`src/rtl/pcpf_pkg.sv`:
```
package pcpf_pkg;

    // field counts and widths fixed by the item layout
    localparam int ROW_FIELDS = 4;
    localparam int VAL_W      = 8;
    localparam int OUT_IDX_W  = 4;

    // defaults for the top level parameters
    localparam int ROWS_DEFAULT = 4;
    localparam int COLS_DEFAULT = 16;

    typedef logic [ROW_FIELDS-1:0][VAL_W-1:0] t_col;

    typedef struct packed {
        logic [VAL_W-1:0] row0_value;
        logic [VAL_W-1:0] row1_value;
        logic [VAL_W-1:0] row2_value;
        logic [VAL_W-1:0] row3_value;
        logic             final_column;
    } t_in;

    typedef struct packed {
        logic [OUT_IDX_W-1:0] earlier_index;
        logic [OUT_IDX_W-1:0] newer_index;
        logic                 run_end;
    } t_out;

    // per cell status seen by the top level
    typedef struct packed {
        logic live;  // token sits in this cell
        logic hit;   // stored column is a permutation of the request
        logic done;  // token reached the request's own index
        logic pass;  // token moves on to the next cell
    } t_cell_stat;

    // rows that take part in a comparison
    function automatic int used_rows(input int rows);
        used_rows = (rows < ROW_FIELDS) ? rows : ROW_FIELDS;
    endfunction

    // request fields to a column, unused rows forced to zero
    function automatic t_col col_from_in(input t_in d, input int used);
        t_col c;
        c[0] = d.row0_value;
        c[1] = d.row1_value;
        c[2] = d.row2_value;
        c[3] = d.row3_value;
        for (int r = 0; r < ROW_FIELDS; r++) begin
            if (r >= used) begin
                c[r] = '0;
            end
        end
        col_from_in = c;
    endfunction

    // same multiset of values, but not equal position by position
    function automatic logic perm_pair(input t_col a, input t_col b, input int used);
        logic [ROW_FIELDS-1:0] taken;
        logic                  differs;
        logic                  all_found;
        logic                  found;
        taken     = '0;
        differs   = 1'b0;
        all_found = 1'b1;
        for (int x = 0; x < ROW_FIELDS; x++) begin
            if (x < used && a[x] != b[x]) begin
                differs = 1'b1;
            end
        end
        for (int x = 0; x < ROW_FIELDS; x++) begin
            found = 1'b0;
            for (int y = 0; y < ROW_FIELDS; y++) begin
                if (x < used && y < used && !found && !taken[y] && a[x] == b[y]) begin
                    taken[y] = 1'b1;
                    found    = 1'b1;
                end
            end
            if (x < used && !found) begin
                all_found = 1'b0;
            end
        end
        perm_pair = differs && all_found;
    endfunction

endpackage

```
`src/rtl/pcpf_cell.sv`:
```
module pcpf_cell #(
    parameter int ROWS = 4,
    parameter int COLS = 16,
    parameter int K    = 0
) (
    input  logic                       i_clk,
    input  logic                       i_rst_n,
    input  logic                       i_adv,
    input  logic                       i_tok,
    input  pcpf_pkg::t_col             i_col,
    input  logic [$clog2(COLS)-1:0]    i_idx,
    output pcpf_pkg::t_cell_stat       o_stat
);
    import pcpf_pkg::*;

    localparam int              IW    = $clog2(COLS);
    localparam int              USED  = used_rows(ROWS);
    localparam logic [IW-1:0]   K_IDX = IW'(K);

    logic r_tok;
    logic n_tok;
    t_col r_store;
    logic at_end;
    logic earlier;

    // position of the token against the request's index
    assign at_end  = (K_IDX == i_idx);
    assign earlier = (K_IDX < i_idx);

    assign o_stat.live = r_tok;
    assign o_stat.hit  = r_tok && earlier && perm_pair(r_store, i_col, USED);
    assign o_stat.done = r_tok && at_end;
    assign o_stat.pass = r_tok && !at_end;

    // token moves one cell per advancing cycle
    assign n_tok = i_adv ? i_tok : r_tok;

    always_ff @(posedge i_clk) begin
        if (!i_rst_n) begin
            r_tok <= 1'b0;
        end else begin
            r_tok <= n_tok;
        end
    end

    // the column lands in its own cell when the token arrives there
    always_ff @(posedge i_clk) begin
        if (i_adv && r_tok && at_end) begin
            r_store <= i_col;
        end
    end

endmodule

```
`src/rtl/permuted_column_pair_finder_unit.sv`:
```
// scan: a column at index n is scanned by the token from cell 0 up to cell n
// each pair waits for the next hit or the end of the scan, then takes the output
// register; the last pair of a column goes out when its scan ends
// input: the next column is taken once the token has left the chain of cells;
// output stalls hold the chain and so hold off the next column
// reset: synchronous, active low, clears the column count, token and valids only
module permuted_column_pair_finder_unit #(
    parameter int ROWS = pcpf_pkg::ROWS_DEFAULT,
    parameter int COLS = pcpf_pkg::COLS_DEFAULT
) (
    input  logic            i_clk,
    input  logic            i_rst_n,
    input  logic            i_in_valid,
    output logic            o_in_ready,
    input  pcpf_pkg::t_in   i_in_data,
    output logic            o_out_valid,
    input  logic            i_out_ready,
    output pcpf_pkg::t_out  o_out_data
);
    import pcpf_pkg::*;

    localparam int            IW    = $clog2(COLS);
    localparam int            USED  = used_rows(ROWS);
    localparam logic [IW-1:0] LAST  = IW'(COLS - 1);

    t_cell_stat          stat [COLS];
    logic [COLS-1:0]     tok_in;

    logic [IW-1:0]       r_count;
    logic [IW-1:0]       r_idx;
    t_col                r_col;
    logic                r_pend_valid;
    logic [IW-1:0]       r_pend_e;
    logic [IW-1:0]       r_pend_n;
    logic                r_out_valid;
    t_out                r_out;

    logic                busy;
    logic                hit_any;
    logic                done_any;
    logic [IW-1:0]       hit_e;
    logic                out_free;
    logic                adv;
    logic                push;
    logic                accept;
    logic                last;

    // gather status of the chain
    always_comb begin
        busy     = 1'b0;
        hit_any  = 1'b0;
        done_any = 1'b0;
        hit_e    = '0;
        for (int k = 0; k < COLS; k++) begin
            busy     = busy | stat[k].live;
            hit_any  = hit_any | stat[k].hit;
            done_any = done_any | stat[k].done;
            if (stat[k].hit) begin
                hit_e = hit_e | IW'(k);
            end
        end
    end

    // the chain holds while a pending result has nowhere to go
    assign out_free = !r_out_valid || i_out_ready;
    assign push     = r_pend_valid && (hit_any || done_any);
    assign adv      = !push || out_free;
    assign accept   = i_in_valid && o_in_ready;
    assign last     = i_in_data.final_column || (r_count == LAST);

    assign o_in_ready  = !busy;
    assign o_out_valid = r_out_valid;
    assign o_out_data  = r_out;

    // token chain
    assign tok_in[0] = accept;
    for (genvar k = 1; k < COLS; k++) begin : g_link
        assign tok_in[k] = stat[k-1].pass;
    end

    for (genvar k = 0; k < COLS; k++) begin : g_cell
        pcpf_cell #(
            .ROWS (ROWS),
            .COLS (COLS),
            .K    (k)
        ) u_cell (
            .i_clk   (i_clk),
            .i_rst_n (i_rst_n),
            .i_adv   (adv),
            .i_tok   (tok_in[k]),
            .i_col   (r_col),
            .i_idx   (r_idx),
            .o_stat  (stat[k])
        );
    end

    // request capture and column count
    always_ff @(posedge i_clk) begin
        if (!i_rst_n) begin
            r_count <= '0;
        end else if (accept) begin
            r_count <= last ? '0 : r_count + 1'b1;
        end
    end

    always_ff @(posedge i_clk) begin
        if (accept) begin
            r_col <= col_from_in(i_in_data, USED);
            r_idx <= r_count;
        end
    end

    // one result held back until the next hit or the end of the scan
    always_ff @(posedge i_clk) begin
        if (!i_rst_n) begin
            r_pend_valid <= 1'b0;
        end else if (adv && hit_any) begin
            r_pend_valid <= 1'b1;
        end else if (adv && done_any) begin
            r_pend_valid <= 1'b0;
        end
    end

    always_ff @(posedge i_clk) begin
        if (adv && hit_any) begin
            r_pend_e <= hit_e;
            r_pend_n <= r_idx;
        end
    end

    // output register
    always_ff @(posedge i_clk) begin
        if (!i_rst_n) begin
            r_out_valid <= 1'b0;
        end else if (push && adv) begin
            r_out_valid <= 1'b1;
        end else if (i_out_ready) begin
            r_out_valid <= 1'b0;
        end
    end

    always_ff @(posedge i_clk) begin
        if (push && adv) begin
            r_out.earlier_index <= OUT_IDX_W'(r_pend_e);
            r_out.newer_index   <= OUT_IDX_W'(r_pend_n);
            r_out.run_end       <= done_any;
        end
    end

endmodule

```
`config.mk`:
```
export PLATFORM = sky130hd
export DESIGN_NAME = permuted_column_pair_finder_unit
export DESIGN_NICKNAME = d
export VERILOG_FILES = /design/src/rtl/pcpf_pkg.sv /design/src/rtl/pcpf_cell.sv /design/src/rtl/permuted_column_pair_finder_unit.sv
export SDC_FILE = /design/constraint.sdc
export NUM_CORES = 2
export LEC_CHECK = 0
export BUFFER_PORTS_ARGS = -buffer_cell sky130_fd_sc_hd__buf_2
export CAP_MARGIN = 25
export CORE_MARGIN = 3
export CORE_UTILIZATION = 59
export CTS_BUF_LIST = sky130_fd_sc_hd__clkbuf_4 sky130_fd_sc_hd__clkbuf_8 sky130_fd_sc_hd__clkbuf_16
export DETAILED_ROUTE_END_ITERATION = 7
export PLACE_DENSITY = 0.81
export SLEW_MARGIN = 5
export SYNTH_ARGS = -nofsm -noshare
export SYNTH_HDL_FRONTEND = slang
export SYNTH_SLANG_ARGS = --single-unit
export TNS_END_PERCENT = 20
```
`constraint.sdc`:
```
create_clock -name i_clk -period 5.8 [get_ports i_clk]
set_input_delay 0.87 -clock i_clk [delete_from_list [all_inputs] [get_ports i_clk]]
set_output_delay 0.87 -clock i_clk [all_outputs]
set_load 0.01 [all_outputs]
```
## Word-level counts from Yosys, hierarchy flattened

Index checks and enable logic that the tools add are counted.

| word-level totals | value |
|---|---|
| bits in registers | 587 |
| bits of input ports | 37 |

| operators by class | value |
|---|---|
| $add $sub $neg | 1 |
| order comparisons | 16 |
| eq/ne operators | 336 |
| mux-type cells | 578 |
| bitwise logic cells | 45 |
| reductions and logical operators | 896 |

Operators with widths:

| kind | count |
|---|---|
| 8-bit equality test | 256 |
| 1-bit two-way mux | 565 |
| 8-bit != test | 64 |
| 1-bit logical AND | 500 |
| 1-bit zero test | 386 |
| 1-bit bitwise OR | 45 |
| 4-bit equality test (first input constant) | 8 |
| 4-bit < comparator (first input constant) | 8 |
| 4-bit two-way mux | 7 |
| 3-bit by 4-bit equality test with 1-bit output (first input constant) | 4 |
| 3-bit by 4-bit < comparator with 1-bit output (first input constant) | 4 |
| 3-bit two-way mux | 4 |
| 2-bit by 4-bit equality test with 1-bit output (first input constant) | 2 |
| 1-bit by 4-bit < comparator with 1-bit output (first input constant) | 2 |
| 2-bit by 4-bit < comparator with 1-bit output (first input constant) | 2 |
| 8-bit OR reduction | 1 |
| 4-bit by 1-bit adder with 4-bit output (second input constant) | 1 |
| 1-bit by 4-bit equality test with 1-bit output (first input constant) | 1 |
| 4-bit equality test (second input constant) | 1 |
| 4-bit zero test | 1 |
| 1-bit logical OR | 4 |
| 2-bit two-way mux | 2 |
| 2-bit nonzero test | 2 |
| 4-bit OR reduction | 1 |
| 2-bit OR reduction | 1 |

## Depth between registers and ports, before layout

| logic depth | value |
|---|---|
| word-level depth | 50 |
| depth in mapped cells | 20 |
| mapped depth without buffers | 12 |

## Hierarchy

A second synthesis with hierarchy kept.

| second synthesis, totals | value |
|---|---|
| cells, all modules | 4,020 |
| area total of the unflattened synthesis | 43,181.4 um^2 |

Modules (own cells, without submodules):

| module | instances | cells each | area an instance (um^2) |
|---|---|---|---|
| pcpf_cell (g_cell[12].u_cell ...) | 2 | 255 | 2,720.1 |
| pcpf_cell (g_cell[5].u_cell) | 1 | 272 | 2,857.7 |
| pcpf_cell (g_cell[9].u_cell) | 1 | 275 | 2,836.5 |
| pcpf_cell (g_cell[10].u_cell) | 1 | 281 | 2,826.5 |
| pcpf_cell (g_cell[13].u_cell) | 1 | 271 | 2,762.6 |
| pcpf_cell (g_cell[8].u_cell) | 1 | 262 | 2,762.6 |
| pcpf_cell (g_cell[0].u_cell) | 1 | 256 | 2,747.6 |
| pcpf_cell (g_cell[6].u_cell) | 1 | 256 | 2,726.4 |
| pcpf_cell (g_cell[11].u_cell) | 1 | 259 | 2,702.6 |
| pcpf_cell (g_cell[7].u_cell) | 1 | 253 | 2,692.6 |
| pcpf_cell (g_cell[2].u_cell) | 1 | 245 | 2,688.8 |
| pcpf_cell (g_cell[14].u_cell) | 1 | 255 | 2,682.6 |
| pcpf_cell (g_cell[1].u_cell) | 1 | 246 | 2,675.1 |
| pcpf_cell (g_cell[3].u_cell) | 1 | 256 | 2,665.1 |
| +2 rows | -- | -- | -- |

## Least setup slack after synthesis

OpenSTA, ideal clock, no wires.

| timing path | value |
|---|---|
| path type | register to register |
| start point | register r_col[21] (netlist name) |
| end point | register g_cell[11].u_cell.r_store[0] (netlist name), enable pin |
| data arrival time | 5,325 ps |
| data required time | 5,359 ps |
| setup slack | 34 ps |
| stages on the path, launching flop included | 18 |
| path buffers | 5 |
| period minus slack after synthesis | 5,766 ps |
| cell sequence | edfxtp_1 > buf_2 > buf_2 > buf_2 > xnor2_1 > nand4_1 > nor2_1 > nand3_1 > a311oi_1 > o21ai_1 > o2bb2ai_1 > o311a_1 > a2111oi_4 > nand4_2 > o211a_1 > buf_6 > buf_12 > nor4_2 |

| on the way | value |
|---|---|
| longest elaborated chain between the ends | 43 |

RTL lines:

| item | RTL line | text |
|---|---|---|
| from (decl) | permuted_column_pair_finder_unit.sv:31 | `t_col r_col;` |
| from (signal assigned) | permuted_column_pair_finder_unit.sv:108 | `r_col <= col_from_in(i_in_data, USED);` |
| 8-bit equality test | pcpf_pkg.sv:73 | `if (x < used && y < used && !found && !taken[y] && a[x] == b[y]) begin` |
| 1-bit logical AND | pcpf_pkg.sv:73 |  |
| 1-bit two-way mux | pcpf_pkg.sv:73 |  |
| 1-bit zero test | pcpf_pkg.sv:73 |  |
| 1-bit logical AND (2 in series) | pcpf_pkg.sv:73 |  |
| 1-bit two-way mux | pcpf_pkg.sv:73 |  |
| 1-bit zero test | pcpf_pkg.sv:73 |  |
| 1-bit logical AND (2 in series) | pcpf_pkg.sv:73 |  |
| [... 11 more ...] | -- |  |
| 1-bit logical AND | pcpf_cell.sv:31 | `assign o_stat.hit = r_tok && earlier && perm_pair(r_store, i_col, USED);` |
| 1-bit bitwise OR (14 in series) | permuted_column_pair_finder_unit.sv:56 | `hit_any = hit_any \| stat[k].hit;` |
| 1-bit bitwise OR (*) | permuted_column_pair_finder_unit.sv:56 |  |
| 1-bit logical OR (*) | permuted_column_pair_finder_unit.sv:66 | `assign push = r_pend_valid && (hit_any \|\| done_any);` |
| 1-bit logical AND (*) | permuted_column_pair_finder_unit.sv:66 |  |
| 1-bit zero test (*) | permuted_column_pair_finder_unit.sv:67 | `assign adv = !push \|\| out_free;` |
| 1-bit logical OR (*) | permuted_column_pair_finder_unit.sv:67 |  |
| 1-bit logical AND (*) (2 in series) | pcpf_cell.sv:48 | `if (i_adv && r_tok && at_end) begin` |
| to (signal assigned) | pcpf_cell.sv:49 | `r_store <= i_col;` |
| to (decl) | pcpf_cell.sv:22 | `t_col r_store;` |

Mark *: on every way between the ends. The rest lies on a longest branch, timed or not.
A chain may end at the register's enable or synchronous reset.

## Worst setup path after layout

| timing path | value |
|---|---|
| start point | register r_col[2] (netlist name) |
| end point | register g_cell[8].u_cell.r_store[1] (netlist name), enable pin |

| on the way | value |
|---|---|
| longest elaborated chain between the ends | 49 |

RTL lines:

| item | RTL line |
|---|---|
| 8-bit equality test | pcpf_pkg.sv:73 |
| 1-bit two-way mux | pcpf_pkg.sv:73 |
| 1-bit zero test | pcpf_pkg.sv:73 |
| 1-bit logical AND | pcpf_pkg.sv:73 |
| 1-bit two-way mux | pcpf_pkg.sv:73 |
| 1-bit zero test | pcpf_pkg.sv:73 |
| 1-bit logical AND (2 in series) | pcpf_pkg.sv:73 |
| 1-bit two-way mux | pcpf_pkg.sv:73 |
| [... 18 more ...] | -- |
| 1-bit logical AND | pcpf_cell.sv:31 |
| 1-bit bitwise OR (14 in series) | permuted_column_pair_finder_unit.sv:56 |
| 1-bit bitwise OR (*) | permuted_column_pair_finder_unit.sv:56 |
| 1-bit logical OR (*) | permuted_column_pair_finder_unit.sv:66 |
| 1-bit logical AND (*) | permuted_column_pair_finder_unit.sv:66 |
| 1-bit zero test (*) | permuted_column_pair_finder_unit.sv:67 |
| 1-bit logical OR (*) | permuted_column_pair_finder_unit.sv:67 |
| 1-bit logical AND (*) (2 in series) | pcpf_cell.sv:48 |
| to (signal assigned) | pcpf_cell.sv:49 |
| to (decl) | pcpf_cell.sv:22 |

Marks and branches as above.

==> out/summary.txt <==
endpoint class of the critical path -> flop
Fill cells -> 5542
setup_tns -> 0 ns
ys flop type -> edfxtp_1
sequential fraction of the synthesis area -> 37.4%
crit start category -> flop
TritonCTS clock tree -> built
final setup violating endpoints -> 0
GPL Wtd Cong -> 0.962
Syn Nets -> 4303
register bit count reported by yosys -> 555
Worst slew margin -> 34.1%
synth unique cells -> 92
worst-path maximum fanout -> 32
hold_buf cts -> 0
Leak -> 15.4 nW
layout net count -> 4230
Worst Path Arrival -> 5.74 ns
Clk pin slew, worst setup/hold paths -> 0.06 ns
Max Transition Viols Final -> 0
antenna violations before repair -> 3
grt ovf -> 0
clk sinks -> 555
Max Cap Viol -> 0
clock root buffer -> clkbuf_16
# IOs -> 48
Starting Density -> 59.9%
Netlist Area Pre-Place -> 0.0440 mm²
EDFF count, synth -> 533
syn_area_per_cell -> 10.3 µm²
post-CTS setup buffer count -> 0
die span in y -> 279 µm
DR WL met3 -> 17.5 mm
vias after detailed routing -> 34500
Final Hold Vio Count -> 0
R2R setup slack -> 0.33 ns
kind of critical path -> reg2reg
die footprint -> 0.0779 mm²
first-pass GRT wire length -> 210 mm
hpwl dp -> 89.4 mm
status -> completed
skew final -> 0.0300 ns
DIE WIDTH -> 279 µm
drc violations -> 0
power per cell area -> 224 mW/mm²
Clock H-tree levels -> 3
Ys Warns -> 0
Sequential Area -> 0.0164 mm²
CP required -> 6.06 ns
post-route ant nets -> 0
WL/cell -> 26.9 µm
class of the worst hold path -> in2reg
Slew @ Worst Pin -> 0.988 ns
clk_lat worst skew -> 0.63 ns
IO Port Bufs -> 47
Peak VDD IR -> 0.251 mV
aggregate routed wire length -> 140 mm
highest metal used -> met4
Core ar. -> 0.0735 mm²
initial DRC count -> 4662
clk buf depth -> 3
total track usage -> 35.2%
drt first pass iters -> 7
largest net degree at the start of global routing -> 44
met2 wire length -> 60.9 mm
RSZ-0062 raised after global routing -> false
Layout area overhead -> 8.18%
Post-CTS Resized -> 0
num rows -> 99
Antenna Cells -> 0
Gate Count Post-Synth -> 4265
share of cells above drive strength 1 -> 9.31%
Peak Freq -> 183 MHz
Total Power -> 0.0106 W
Final min period -> 5.47 ns
DR vias/cell -> 6.63
Multi-input gate area -> 0.0255 mm²
vias in the first global route -> 34100
Final period util -> 94.4%
CTS buffer count -> 66
Met1 Wirelength -> 52.3 mm
Post-synth ARST share -> 0%
==> where the power goes <==
group          internal (W)  switching, W
clock network       0.00248       0.00175
logic              0.000699       0.00121
registers           0.00444     0.0000676
==> synth_stat cells (7+ instances only) <==
library cell  number  area share, %
a211o_1           11           0.22
a211oi_1          31           0.53
a21oi_1           32           0.36
a311oi_1           7           0.14
a31oi_1           18           0.26
and2_1            27           0.38
and3_1            13           0.18
and4_1             9           0.18
buf_1             45           0.38
buf_2            114            1.3
buf_4             58           0.99
buf_6             49            1.3
clkbuf_1          96           0.82
dfxtp_1           22            1.0
edfxtp_1         533             36
inv_1             17           0.14
mux2i_1           22           0.50
nand2_1          188            1.6
nand3_1           41           0.47
nand4_1          259            3.7
nor2_1           153            1.3
nor2b_1            8           0.11
nor3_1            34           0.39
nor3_2            11           0.25
nor3b_1            7           0.12
nor4_1           263            3.7
nor4_2            14           0.40
o2111ai_1          9           0.18
o211ai_1          44           0.75
o21ai_0           32           0.36
o31ai_1           13           0.22
or2_2             18           0.26
xnor2_1          883             18
xor2_1          1040             21
==> layout by cell type (no fill, tap or decap), types with 9 or more instances in the layout <==
| cell type | synthesis | layout |
|---|---|---|
| nand4_1 | 259 | 259 |
| a31oi_1 | 18 | 18 |
| xnor2_1 | 883 | 883 |
| nor3_4 | 0 | 10 |
| a211o_1 | 11 | 11 |
| clkinv_1 | 1 | 10 |
| a21oi_1 | 32 | 32 |
| buf_4 | 58 | 119 |
| nor3_1 | 34 | 34 |
| clkbuf_16 | 0 | 68 |
| and4_1 | 9 | 9 |
| edfxtp_1 | 533 | 533 |
| o2111ai_1 | 9 | 9 |
| nand3_1 | 41 | 41 |
| nor4_2 | 14 | 12 |
| buf_2 | 114 | 47 |
| nor4_1 | 263 | 263 |
| inv_1 | 17 | 17 |
| xor2_1 | 1040 | 1040 |
| o31ai_1 | 13 | 13 |
| mux2i_1 | 22 | 22 |
| o211ai_1 | 44 | 44 |
| and3_1 | 13 | 13 |
| clkbuf_4 | 0 | 16 |
| buf_12 | 1 | 56 |
| nor2_1 | 153 | 151 |
| o21ai_0 | 32 | 32 |
| a211oi_1 | 31 | 31 |
| or2_2 | 18 | 18 |
| dfxtp_1 | 22 | 22 |
| and2_1 | 27 | 27 |
| nand2_1 | 188 | 188 |
==> registers in the layout, summed over array words and instances (netlist names) <==
signal                 flops
g_cell.u_cell.r_store    480
g_cell.u_cell.r_tok       16
o_out_data                 9
o_out_valid                1
r_col                     32
r_count                    4
r_idx                      4
r_pend_e                   4
r_pend_n                   4
r_pend_valid               1
==> worst max-delay path, cell delays in order, from the launching register on <==
cell      delay [ns]
edfxtp_1        0.80
buf_4           0.37
xor2_1          0.10
nor4_1          0.25
nand2_1         0.30
and4_1          0.24
a311oi_1        0.31
a2111o_1        0.22
a211oi_1        0.07
o311ai_0        0.64
buf_4           0.23
and2_1          0.17
nand4_2         0.20
o211a_2         0.34
buf_12          0.20
nor3_4          0.21
buf_4           0.41
==> cells by family after synthesis <==
family / after synthesis / synth area share [%]
AO/OA/AOI/OAI: 293 / 5.02
XOR/XNOR: 1923 / 38.3
adder cells (fa/ha/maj): 1 / 0.0284
buffers and inverters: 381 / 4.94
flip-flops: 555 / 37.4
multiplexers: 22 / 0.500
AND/OR/NAND/NOR: 1090 / 13.9
==> final cells by class <==
cell class | instances | area share, %
Multi-Input combinational cell | 3329 | 53.5
Sequential cell | 555 | 34.5
Timing Repair Buffer | 222 | 4.72
Clock buffer | 85 | 3.85
Tap cell | 959 | 2.52
Clock inverter | 34 | 0.707
Inverter | 18 | 0.142
==> per-stage QoR <==
| stage | worst slack (ns) | util, % | instance area [µm²] | hold WS (ns) | instances |
|---|---|---|---|---|---|
| 3_3_place_gp | 0.553 | 61.9 | 45400 | 0.402 | 5083 |
| 6_report | 0.325 | 64.8 | 47600 | 0.407 | 5202 |
| 4_1_cts | 0.399 | 64.8 | 47600 | 0.389 | 5202 |
| 2_1_floorplan | 0.0341 | - | 44000 | 0.400 | 4265 |
| 5_1_grt | 0.0333 | 64.8 | 47600 | 0.404 | 5202 |
| 3_5_place_dp | 0.438 | 61.9 | 45400 | 0.405 | 5083 |
==> metal layers <==
metal / vias to the layer above / global-route usage, %
met5: - / 0
met4: 0 / 20.5
met3: 654 / 7.26
met2: 2489 / 54.1
met1: 16600 / 46.4
li1: 14800 / -
==> path summary, 6_finish.rpt <==
| check | from | to | depth (start not counted) |
|---|---|---|---|
| setup / recovery | r_col[2] | g_cell[8].u_cell.r_store[1] | 16 |
| hold / removal | i_in_data[6] | r_col[29] | 1 |
| setup reg to reg | r_col[2] | g_cell[8].u_cell.r_store[1] | 16 |
| hold reg to reg | r_pend_e[0] | o_out_data[5] | 0 |
Note: power is estimated with default switching activity, not from simulation.
